`src/vec2_arith_unit_assert.svh`:
```
// ---------------------------------------------------------------------------
// vec2_arith_unit_assert.svh: assertion macros for the vector arithmetic unit
// Concurrent checks on clk with rst as the disable condition. They collapse
// to nothing when the design is built for synthesis.
// ---------------------------------------------------------------------------
`ifndef VEC2_ARITH_UNIT_ASSERT_SVH
`define VEC2_ARITH_UNIT_ASSERT_SVH
`ifndef SYNTHESIS
// Same-cycle implication.
`define VAU_ASSERT_IMP(label, ante, cons) \
  label: assert property (@(posedge clk) disable iff (rst) (ante) |-> (cons)) \
    else $error("vec2_arith_unit assertion failed");
// Next-cycle implication.
`define VAU_ASSERT_NXT(label, ante, cons) \
  label: assert property (@(posedge clk) disable iff (rst) (ante) |=> (cons)) \
    else $error("vec2_arith_unit assertion failed");
`else
`define VAU_ASSERT_IMP(label, ante, cons)
`define VAU_ASSERT_NXT(label, ante, cons)
`endif
`endif

```
`src/vau_pkg.sv`:
```
// ---------------------------------------------------------------------------
// vau_pkg: shared types and constants of the vector arithmetic unit
// Opcodes, operation classes, queue entry layout, sequencer states and the
// saturating clamp used on most result components.
// ---------------------------------------------------------------------------
package vau_pkg;

  // Number format: signed fixed point with FRAC_BITS fraction bits.
  localparam int FRAC_BITS  = 16;
  localparam int DW         = 32;
  localparam int WIDE_W     = 2 * DW + 1;
  localparam int NUM_W      = DW + FRAC_BITS;
  localparam int DIV_STEPS  = NUM_W;
  localparam int ROOT_STEPS = DW;
  localparam int CNT_W      = $clog2(DIV_STEPS);

  // Command queue between the front and the back.
  localparam int QDEPTH = 4;
  localparam int QPTR_W = 2;
  localparam logic [QPTR_W:0] Q_FULL = (QPTR_W + 1)'(QDEPTH);

  localparam logic [DW-2:0] EPS_RESET = 31'd66;
  localparam logic [DW-1:0] Q_MAX = {1'b0, {(DW - 1){1'b1}}};
  localparam logic [DW-1:0] Q_MIN = {1'b1, {(DW - 1){1'b0}}};

  typedef enum logic [3:0] {
    CMD_ADD    = 4'd0,
    CMD_SUB    = 4'd1,
    CMD_MUL    = 4'd2,
    CMD_DIV    = 4'd3,
    CMD_SCALE  = 4'd4,
    CMD_DOT    = 4'd5,
    CMD_CROSS  = 4'd6,
    CMD_DISTSQ = 4'd7,
    CMD_MAG    = 4'd8,
    CMD_NORMAL = 4'd9
  } cmd_t;

  // Class of work that the back end has to do for a command.
  typedef enum logic [2:0] {
    KIND_NONE,
    KIND_ADDSUB,
    KIND_PROD,
    KIND_DIV,
    KIND_ROOT
  } kind_t;

  typedef struct packed {
    logic [3:0]             cmd;
    kind_t                  kind;
    logic signed [DW-1:0]   a_x;
    logic signed [DW-1:0]   a_y;
    logic signed [DW-1:0]   b_x;
    logic signed [DW-1:0]   b_y;
    logic signed [DW-1:0]   factor;
  } entry_t;

  // Head of the command queue as seen by the back end.
  typedef struct packed {
    logic   valid;
    entry_t entry;
  } head_t;

  typedef enum logic [3:0] {
    ST_IDLE,
    ST_PREP,
    ST_MUL0,
    ST_MUL1,
    ST_COMB,
    ST_SCAL,
    ST_ROOT,
    ST_REND,
    ST_DSET,
    ST_DIV,
    ST_DEND,
    ST_FIN
  } state_t;

  // Clamp a wide signed value to the DW-bit range; the top bit flags a clamp.
  function automatic logic [DW:0] clamp_q(input logic signed [WIDE_W-1:0] v);
    logic [DW:0] r;
    if (!v[WIDE_W-1] && (|v[WIDE_W-2:DW-1])) begin
      r = {1'b1, Q_MAX};
    end else if (v[WIDE_W-1] && !(&v[WIDE_W-2:DW-1])) begin
      r = {1'b1, Q_MIN};
    end else begin
      r = {1'b0, v[DW-1:0]};
    end
    return r;
  endfunction

endpackage

```
`src/vau_front.sv`:
```
// ---------------------------------------------------------------------------
// vau_front: input acceptance, classification and command queue
// Takes one transaction per cycle while the queue has room, tags it with the
// class of work it needs and hands the oldest entry to the back end.
// ---------------------------------------------------------------------------
module vau_front (
  input  logic                              clk,
  input  logic                              rst,
  input  logic                              s_tvalid,
  output logic                              s_tready,
  input  logic [5*vau_pkg::DW-1:0]          s_tdata,
  input  logic [3:0]                        s_tuser,
  output vau_pkg::head_t                    head,
  input  logic                              pop
);

  localparam int DW = vau_pkg::DW;

  vau_pkg::entry_t                  queue_mem [vau_pkg::QDEPTH];
  logic [vau_pkg::QPTR_W-1:0]       wr_ptr;
  logic [vau_pkg::QPTR_W-1:0]       rd_ptr;
  logic [vau_pkg::QPTR_W:0]         count;
  vau_pkg::entry_t                  new_entry;
  logic                             push;
  logic                             do_pop;

  assign s_tready = (count != vau_pkg::Q_FULL);
  assign push     = s_tvalid && s_tready;
  assign do_pop   = pop && (count != '0);

  // Unpack the transaction and classify its opcode.
  always_comb begin
    new_entry.cmd    = s_tuser;
    new_entry.a_x    = s_tdata[DW-1:0];
    new_entry.a_y    = s_tdata[2*DW-1:DW];
    new_entry.b_x    = s_tdata[3*DW-1:2*DW];
    new_entry.b_y    = s_tdata[4*DW-1:3*DW];
    new_entry.factor = s_tdata[5*DW-1:4*DW];
    case (vau_pkg::cmd_t'(s_tuser))
      vau_pkg::CMD_ADD, vau_pkg::CMD_SUB: begin
        new_entry.kind = vau_pkg::KIND_ADDSUB;
      end
      vau_pkg::CMD_MUL, vau_pkg::CMD_SCALE, vau_pkg::CMD_DOT,
      vau_pkg::CMD_CROSS, vau_pkg::CMD_DISTSQ: begin
        new_entry.kind = vau_pkg::KIND_PROD;
      end
      vau_pkg::CMD_DIV: begin
        new_entry.kind = vau_pkg::KIND_DIV;
      end
      vau_pkg::CMD_MAG, vau_pkg::CMD_NORMAL: begin
        new_entry.kind = vau_pkg::KIND_ROOT;
      end
      default: begin
        new_entry.kind = vau_pkg::KIND_NONE;
      end
    endcase
  end

  // Queue storage.
  always_ff @(posedge clk) begin
    if (push) begin
      queue_mem[wr_ptr] <= new_entry;
    end
  end

  // Queue pointers and fill level.
  always_ff @(posedge clk) begin
    if (rst) begin
      wr_ptr <= '0;
      rd_ptr <= '0;
      count  <= '0;
    end else begin
      if (push) begin
        wr_ptr <= wr_ptr + 1'b1;
      end
      if (do_pop) begin
        rd_ptr <= rd_ptr + 1'b1;
      end
      case ({push, do_pop})
        2'b10:   count <= count + 1'b1;
        2'b01:   count <= count - 1'b1;
        default: count <= count;
      endcase
    end
  end

  assign head.valid = (count != '0);
  assign head.entry = queue_mem[rd_ptr];

endmodule

```
`config.mk`:
```
export PLATFORM = sky130hd
export DESIGN_NAME = vau_front
export DESIGN_NICKNAME = d
export VERILOG_FILES = /design/src/vec2_arith_unit_assert.svh /design/src/vau_pkg.sv /design/src/vau_front.sv
export SDC_FILE = /design/constraint.sdc
export NUM_CORES = 1
export LEC_CHECK = 0
export ABC_CLOCK_PERIOD_IN_PS = 11300
export BUFFER_PORTS_ARGS = -buffer_cell sky130_fd_sc_hd__buf_2
export CAP_MARGIN = 0
export CORE_MARGIN = 2
export CORE_UTILIZATION = 40
export DETAILED_ROUTE_END_ITERATION = 7
export PLACE_DENSITY = 0.6
export SYNTH_ARGS = -nofsm -noshare
export SYNTH_HDL_FRONTEND = slang
export SYNTH_SLANG_ARGS = --single-unit
```
`constraint.sdc`:
```
create_clock -name clk -period 11.3 [get_ports clk]
set_clock_uncertainty 0.2 [all_clocks]
set_input_delay 0.565 -clock clk [delete_from_list [all_inputs] [get_ports clk]]
set_output_delay 0.565 -clock clk [all_outputs]
set_load 0.1 [all_outputs]
```
==> results.cfg, run 1 <==
[grt]
grt_util_all_layers_pct = 15.86
grt_start_max_net_pins = 65
grt_pass1_vias = 13037
grt_pass1_wl_mm = 76.14
antenna_found_initial = 7
globalRouteOverflowTotal = 0

[yosys]
synth_nets = 1104
postSynthCellCount = 930
synth-warning-count = 0
synthArstFlopShare_pct = 0
synth_cell_type_count = 27
syn_area_per_cell_um2 = 26.51
yosysSeqAreaShare_pct = 82.08
synth_enable_flop_cells = 668
synth_seq_cells = 677
yosysTopAreaCellShare_pct = 81.35
ys_top_cells_by_count = 668 x edfxtp_1, 167 x mux4_2, 18 x buf_2, 11 x nor2_1, 10 x buf_8
ys.flop_type = edfxtp_1
post-synth-top-area-cell = edfxtp_1
library_cell_with_the_highest_instance_count_after_synthesis = edfxtp_1
synth.top_cells.by_area = edfxtp_1 81%, mux4_2 15%, dfxtp_1 0.73%, buf_8 0.61%, buf_2 0.37%
syn_area_um2 = 24660

[setup_path]
timing.critical_path.required_ps = 10540
setup_cp_type = register to output pin
arrival_ps = 4130
critical_path.endpoint_type = output pin
cp_max_fo = 47
timing.critical_path.from_type = register

[clock_network]
clk_path_buf_depth = 3
path_clk_slew_ps = 60
hold_buffers = 163
tritoncts_clock_tree = done
cts-resized-gates = 0
cts-buffers-inserted = 72
clock_sinks = 677
clock_root_buffer_master = clkbuf_16
cts_max_level = 3
clock_latency_ps = 590
post_cts_buffers = 0

[cells_and_area]
post_route_cells_drive_above_1_share_pct = 40.01
layout.nets = 1652
area_delta_synth_final_pct = 25.82

[floorplanning]
start_util_pct = 40.18
die_h_um = 252.3
dieArea_um2 = 63650
die_w_um = 252.3
total_core_area_um2 = 61370
placementRows = 91
top_level_ports = 337

[placed_design]
dp_hpwl_mm = 28.46
io_buffers = 336
post-place-ws_ps = 6754
gpl.final_weighted_congestion = 0.7306

[timing]
timing_worst_slew_pin_value_ps = 1029
setup_slack_ps = 6400
fin_crit_sh_pct = 43.36
grt_setup_unrepaired = false
clock.fmax_ghz = 0.2041
finalSetupTns_ps = 0
fin_worst_hold_slack_ps = 48.01
fin_crit_ps = 4900
max-slew-margin-rel_pct = 31.40
setup_viol_count_final = 0
final_hold_viol_count = 0
timing.final.max_slew_violations = 0

[detailed_routing]
via_count = 11677
post-route-drc-count = 0
routed_wirelength_mm = 50.26
routed_wire_length_per_instance_um = 21.64
drt.antenna.violating_nets = 0
drt_first_pass_iters = 5
first_iter_violations = 527
viasPerCell = 5.027

[power_and_ir_drop]
powerDensity_nw_per_um2 = 284.5
power.ir.vdd_worst_v = 0.0002260
power.total_mw = 8.828
p_leak_nw = 10.40

[flow_run]
maxCapViolations = 0

[hold_path]
hp-class = input port to register

[status]
status = complete, no violations
==> worst paths after layout <==
check                       to  cells after the start        from  slack [ps]
max reg2reg   queue_mem[1][80]                      5    count[0]        7060
max                   head[21]                      4    register        6400
min reg2reg          wr_ptr[1]                      2   wr_ptr[1]         330
min          queue_mem[1][164]                      1  s_tuser[1]          50
==> layer usage <==
metal / track usage (%) / wire length (um) / up-vias
li1: - / - / 5123
met1: 19.45 / 20370 / 6154
met2: 27.34 / 25740 / 312
met3: 4.923 / 3197 / 78
met4: 4.142 / 886 / 10
met5: 0 / 68 / -
==> registers in the layout, summed over array words and instances (netlist names), named ones only <==
| signal | cells |
|---|---|
| rd_ptr | 2 |
| count | 3 |
| wr_ptr | 2 |
| queue_mem | 668 |
==> worst max-delay path, stage by stage, from the launching register on <==
cell	delay [ps]
dfxtp_4	840
buf_4	810
buf_4	830
mux4_2	610
buf_2	320
==> area by class of cell <==
class	instances	area, um^2
Fill cell	4861	30350
Sequential cell	677	20250
Multi-Input combinational cell	207	4059
Timing Repair Buffer	513	3418
Clock buffer	97	1981
Tap cell	790	988.4
Clock inverter	31	302.8
Inverter	7	26.28
Antenna cell	1	2.502
==> metrics by stage <==
| stage | area (um^2) | std cells | util, % |
|---|---|---|---|
| 6_report | 31020 | 2323 | 50.55 |
| 5_1_grt | 31020 | 2322 | 50.55 |
| 4_1_cts | 31020 | 2322 | 50.55 |
| 3_5_place_dp | 27110 | 2031 | 44.17 |
| 3_3_place_gp | 27110 | 2031 | 44.17 |
| 2_1_floorplan | 24660 | 930 | - |
==> power breakdown <==
part           switching [mW]  total (mW)  leakage, nW  internal [mW]
clock network           0.909        2.27         1.10           1.36
logic                    2.71        3.42         3.09          0.715
registers              0.0999        3.13         6.21           3.03
total                    3.72        8.83         10.4           5.11
==> cells by family after synthesis <==
family | synth area share [%]
AOI/OAI and AO/OA | 0.1928
xor gates and xnor gates | 0.1421
adders and majority gates | 0.3349
buffers and inverters | 1.497
DFF | 82.08
muxes | 15.34
and+or+nand+nor | 0.4110
==> cell usage in the layout, fill, tap and decap left out, drive strengths merged, types with 5 or more instances in the layout <==
| master | instances |
|---|---|
| mux4 | 167 |
| ha | 5 |
| clkbuf | 97 |
| buf | 350 |
| bufinv | 6 |
| dfxtp | 9 |
| inv | 8 |
| clkinv | 22 |
| edfxtp | 668 |
| and2 | 5 |
| nor2 | 11 |
| dlygate4sd3 | 163 |
Note: power is estimated with default switching activity, not from simulation.
==> run 2: changes to the inputs <==
Settings changed: ABC_CLOCK_PERIOD_IN_PS 11300 to 4100, PLACE_DENSITY 0.6 to 0.62.
Clock period 11.3 ns to 4.1 ns, I/O delays scaled along.
==> results.cfg, run 2 (synthesis results as in run 1) <==
[status]
status = complete, no violations

[power_and_ir_drop]
p_sw_mw = 10.37
power.ir.vdd_worst_v = 0.0005499
powerDensity_nw_per_um2 = 780.4
pwr-share-comb_pct = 39.5
seq_power_share_pct = 35.1
p_leak_nw = 10.55
power_share_of_the_clock_group_pct = 25.4
cellInternalPower_mw = 14.09
switching_power_share_of_the_total_pct = 42.40

[clock_network]
hold_buffers = 167
path_clk_slew_ps = 60
clock_latency_ps = 600
clock_sinks = 677
cts-resized-gates = 0
cts_max_level = 3
post_cts_buffers = 0
clock_root_buffer_master = clkbuf_16
tritoncts_clock_tree = done
clk_path_buf_depth = 3
cts-buffers-inserted = 71

[detailed_routing]
routed_wire_length_per_instance_um = 21.36
drt.antenna.violating_nets = 0
via_count = 11693
first_iter_violations = 699
viasPerCell = 4.995
routed_wirelength_mm = 50.00
post-route-drc-count = 0
drt_first_pass_iters = 7

[setup_path]
cp.buffers_inverters = 2
arrival_ps = 2700
critical_path.endpoint_type = output pin
timing.critical_path.from_type = register
crit-reg2reg-capture = queue_mem[3][6]
worst-r2r-cell-count = 4
timing.critical_path.required_ps = 3690
rr_startpoint = count[0]
cp_cell_sequence = buf_4 -> mux4_2 -> buf_2
setup_cp_type = register to output pin
cp_slowest_cell = dfxtp_4
cp_max_fo = 28
crit_family = flip-flops
critical-path-max-stage-delay_ps = 760
reg2reg_slack_ps = 1290

[grt]
grt_start_max_net_pins = 104
grt_pass1_vias = 12881
antenna_found_initial = 2
globalRouteOverflowTotal = 0
grt_util_all_layers_pct = 15.75
grt_pass1_wl_mm = 75.43

[cells_and_area]
multi_input_area_um2 = 4059
post_route_cells_drive_above_1_share_pct = 41.29
largest_register = queue_mem
final_common_cell = edfxtp_1
max_reg_flops = 668
layout.nets = 1669
top_regs = queue_mem x668, count x3
layout.cells.most_common_list = 668 x edfxtp_1, 336 x buf_2, 167 x mux4_2, 167 x dlygate4sd3_1, 72 x clkbuf_16
reg_area_um2 = 20250
area_delta_synth_final_pct = 27.14
num-fill-cells = 4796
finalInstanceArea_um2 = 31350

[timing]
final_hold_viol_count = 0
timing.final.max_slew_violations = 0
setup_viol_count_final = 0
clock.fmax_ghz = 0.3223
grt_setup_unrepaired = false
max-slew-margin-rel_pct = 48.95
finalSetupTns_ps = 0
timing_worst_slew_pin_value_ps = 765.8
fin_crit_ps = 3103
fin_crit_sh_pct = 75.69

[hold_path]
worst_hold_path.num_cells = 2
hp-class = input port to register
hold_path_end = queue_mem[3][95]
hold_path_startpoint = s_tdata[95]

[placed_design]
gpl.final_weighted_congestion = 0.7461
dpl-instance-area_um2 = 27410
dp_hpwl_mm = 29.35
io_buffers = 336

[floorplanning]
die_w_um = 252.3
start_util_pct = 40.18
placementRows = 91
die_h_um = 252.3
dieArea_um2 = 63650
top_level_ports = 337
total_core_area_um2 = 61370

[flow_run]
maxCapViolations = 0
run 2: cell count changes in the layout (fill, tap and decap cells not counted), sizes merged:
| cell | previous run | this run |
|---|---|---|
| dlygate4sd3 | 163 | 167 |
| clkinvlp | 2 | 1 |
| clkbuf | 97 | 88 |
| inv | 8 | 13 |
| clkinv | 22 | 27 |
| buf | 350 | 364 |
run 2: metal layers:
layer	track usage (%)	wire [um]	vias to the layer above
met2	26.52	25430	324
met5	0	7	-
met1	19.82	20450	6124
li1	-	-	5177
met3	4.181	3120	66
met4	5.444	993	2
run 2: power groups by stage:
stage / Combinational (mW) / Sequential, mW / Clock (mW)
global placement: 9.63 / 8.70 / 0
global route: 9.99 / 8.65 / 6.66
floorplan: 8.25 / 8.62 / 0
CTS: 9.79 / 8.60 / 6.40
detailed placement: 9.63 / 8.74 / 0
finish: 9.66 / 8.58 / 6.22
run 2: area by class of cell:
type	instances	share of cell area, %
Sequential cell	677	64.59
Multi-Input combinational cell	207	12.95
Tap cell	790	3.153
Timing Repair Buffer	531	12.01
Clock inverter	40	1.277
Inverter	7	0.08382
Clock buffer	88	5.939
Antenna cell	1	0.007982
run 2: worst max-delay path by stage:
stage                   from                to  slack, ps  depth (start not counted)
floorplan           count[0]   queue_mem[0][0]        530                          3
global placement    count[0]  queue_mem[3][21]       1390                          4
detailed placement  count[0]   queue_mem[3][6]       1320                          4
CTS                 register          head[39]        860                          3
global route        register          head[39]        810                          3
finish              register          head[39]       1000                          3
run 2: metrics by stage:
| step | cells | util, % | total power [mW] | hold WS, ps | setup WS [ps] |
|---|---|---|---|---|---|
| after floorplan | 930 | - | 16.88 | 103.9 | 531.8 |
| after global placement | 2045 | 44.67 | 18.33 | 215.5 | 1386 |
| after detailed placement | 2045 | 44.67 | 18.37 | 221.3 | 1321 |
| after CTS | 2340 | 51.08 | 24.79 | 106.3 | 861.1 |
| after global routing | 2340 | 51.08 | 25.30 | 137.6 | 810.1 |
| final | 2341 | 51.08 | 24.46 | 150.9 | 996.8 |
==> run 3: changes to the inputs <==
Settings changed: ABC_CLOCK_PERIOD_IN_PS 4100 to 2670.
Clock period 4.1 ns to 2.67 ns, I/O delays scaled along.
==> results.cfg, run 3 (synthesis results as in run 1) <==
[status]
status = complete, no violations

[floorplanning]
start_util_pct = 40.18
dieArea_um2 = 63650
placementRows = 91
die_h_um = 252.3
top_level_ports = 337
die_w_um = 252.3
total_core_area_um2 = 61370

[placed_design]
gpl.final_weighted_congestion = 0.7453
dp_hpwl_mm = 31.60
dpl-instance-area_um2 = 27880
io_buffers = 336

[cells_and_area]
num_antenna_cells = 0
top_regs = queue_mem x668, count x3
area_delta_synth_final_pct = 32.04
multi_input_area_um2 = 4063
layout.nets = 1712
layout.cells.most_common_list = 668 x edfxtp_1, 212 x buf_2, 168 x dlygate4sd3_1
finalInstanceArea_um2 = 32560
reg_area_um2 = 20250
num-fill-cells = 4612
largest_register = queue_mem
final_common_cell = edfxtp_1
post_route_cells_drive_above_1_share_pct = 42.88
max_reg_flops = 668

[detailed_routing]
viasPerCell = 4.996
routed_wirelength_mm = 51.80
drt.antenna.violating_nets = 0
post-route-drc-count = 0
first_iter_violations = 742
drt_first_pass_iters = 5
routed_wire_length_per_instance_um = 21.74
via_count = 11905

[setup_path]
cp.buffers_inverters = 3
cp_cell_sequence = bufbuf_16 -> buf_16 -> mux4_2 -> buf_6
timing.critical_path.from_type = register
critical_path.endpoint_type = output pin
crit_family = buffers and inverters
critical-path-max-stage-delay_ps = 550
arrival_ps = 2300
cp_max_fo = 10
setup_cp_type = register to output pin
timing.critical_path.required_ps = 2340
cp_slowest_cell = mux4_2

[power_and_ir_drop]
seq_power_share_pct = 33.5
cellInternalPower_mw = 22.87
powerDensity_nw_per_um2 = 1199
p_sw_mw = 16.18
power_share_of_the_clock_group_pct = 24.4
pwr-share-comb_pct = 42.2
power.ir.vdd_worst_v = 0.001153
switching_power_share_of_the_total_pct = 41.43
p_leak_nw = 11.06

[timing]
fin_worst_hold_slack_ps = 89.43
timing.final.max_slew_violations = 0
clock.fmax_ghz = 0.3793
timing_worst_slew_pin_value_ps = 544.1
fin_crit_ps = 2636
setup_viol_count_final = 0
max-slew-margin-rel_pct = 63.98
final_hold_viol_count = 0
grt_setup_unrepaired = true
fin_crit_sh_pct = 98.74

[clock_network]
clock_root_buffer_master = clkbuf_16
path_clk_slew_ps = 60
clk_path_buf_depth = 3
clock_sinks = 677
tritoncts_clock_tree = done
cts-buffers-inserted = 71
clock_latency_ps = 580
cts_max_level = 3

[grt]
grt_pass1_wl_mm = 77.30
antenna_found_initial = 2
grt_util_all_layers_pct = 16.26
grt_pass1_vias = 12867
grt_start_max_net_pins = 63
globalRouteOverflowTotal = 0

[hold_path]
hp-class = input port to register

[flow_run]
maxCapViolations = 0
==> run 3: timing repair <==
item	in CTS	in global routing
setup buffers	6	0
endpoints found under the hold margin	677	0
hold buffers	168	0
pin swaps	0	0
resized for setup	118	90
cloned	3	0
endpoints found under the setup margin	143	84
==> run 3: final cells by class <==
class                   count  area share (%)
clock buffers              84           5.672
clock inverters            44           1.310
inverters                   7         0.08070
multi-input cells         207           12.48
flip-flops and latches    677           62.19
well taps                 790           3.036
repair buffers            574           15.24
==> run 3: per-stage QoR <==
| stage | TNS, ps | std cells | util, % | worst slack, ps | total power [mW] |
|---|---|---|---|---|---|
| floorplan | 0 | 930 | - | 52.26 | 25.88 |
| global placement | 0 | 2078 | 45.42 | 481.3 | 28.38 |
| detailed placement | 0 | 2078 | 45.42 | 461.5 | 28.45 |
| CTS | -107.0 | 2383 | 52.64 | -34.26 | 39.16 |
| global route | -350.4 | 2383 | 53.05 | -59.48 | 40.37 |
| finish | 0 | 2383 | 53.05 | 33.76 | 39.05 |
==> run 3: path summary, 6_finish.rpt <==
kind                              startpoint          endpoint  slack, ps  cells past startpoint
worst max-delay path                register          head[64]         30                      4
worst min-delay path            s_tdata[153]  queue_mem[2][25]         90                      2
worst max register to register      count[0]          count[2]        470                      9
worst min register to register     wr_ptr[1]         wr_ptr[1]        320                      2
==> run 3: routing by layer <==
metal / wire, um / vias to the layer above / GRT usage, %
met2: 26100 / 343 / 27.12
met1: 21180 / 6219 / 20.74
li1: - / 5257 / -
met5: 25 / - / 0
met3: 3378 / 82 / 4.459
met4: 1112 / 4 / 5.309
==> run 3: power groups by stage <==
stage / registers (mW) / logic [mW] / clock network [mW]
after floorplan: 13.2 / 12.7 / 0
after global placement: 13.2 / 15.1 / 0
after detailed placement: 13.3 / 15.1 / 0
after CTS: 13.1 / 16.3 / 9.81
after global routing: 13.1 / 17.0 / 10.2
final: 13.1 / 16.5 / 9.51
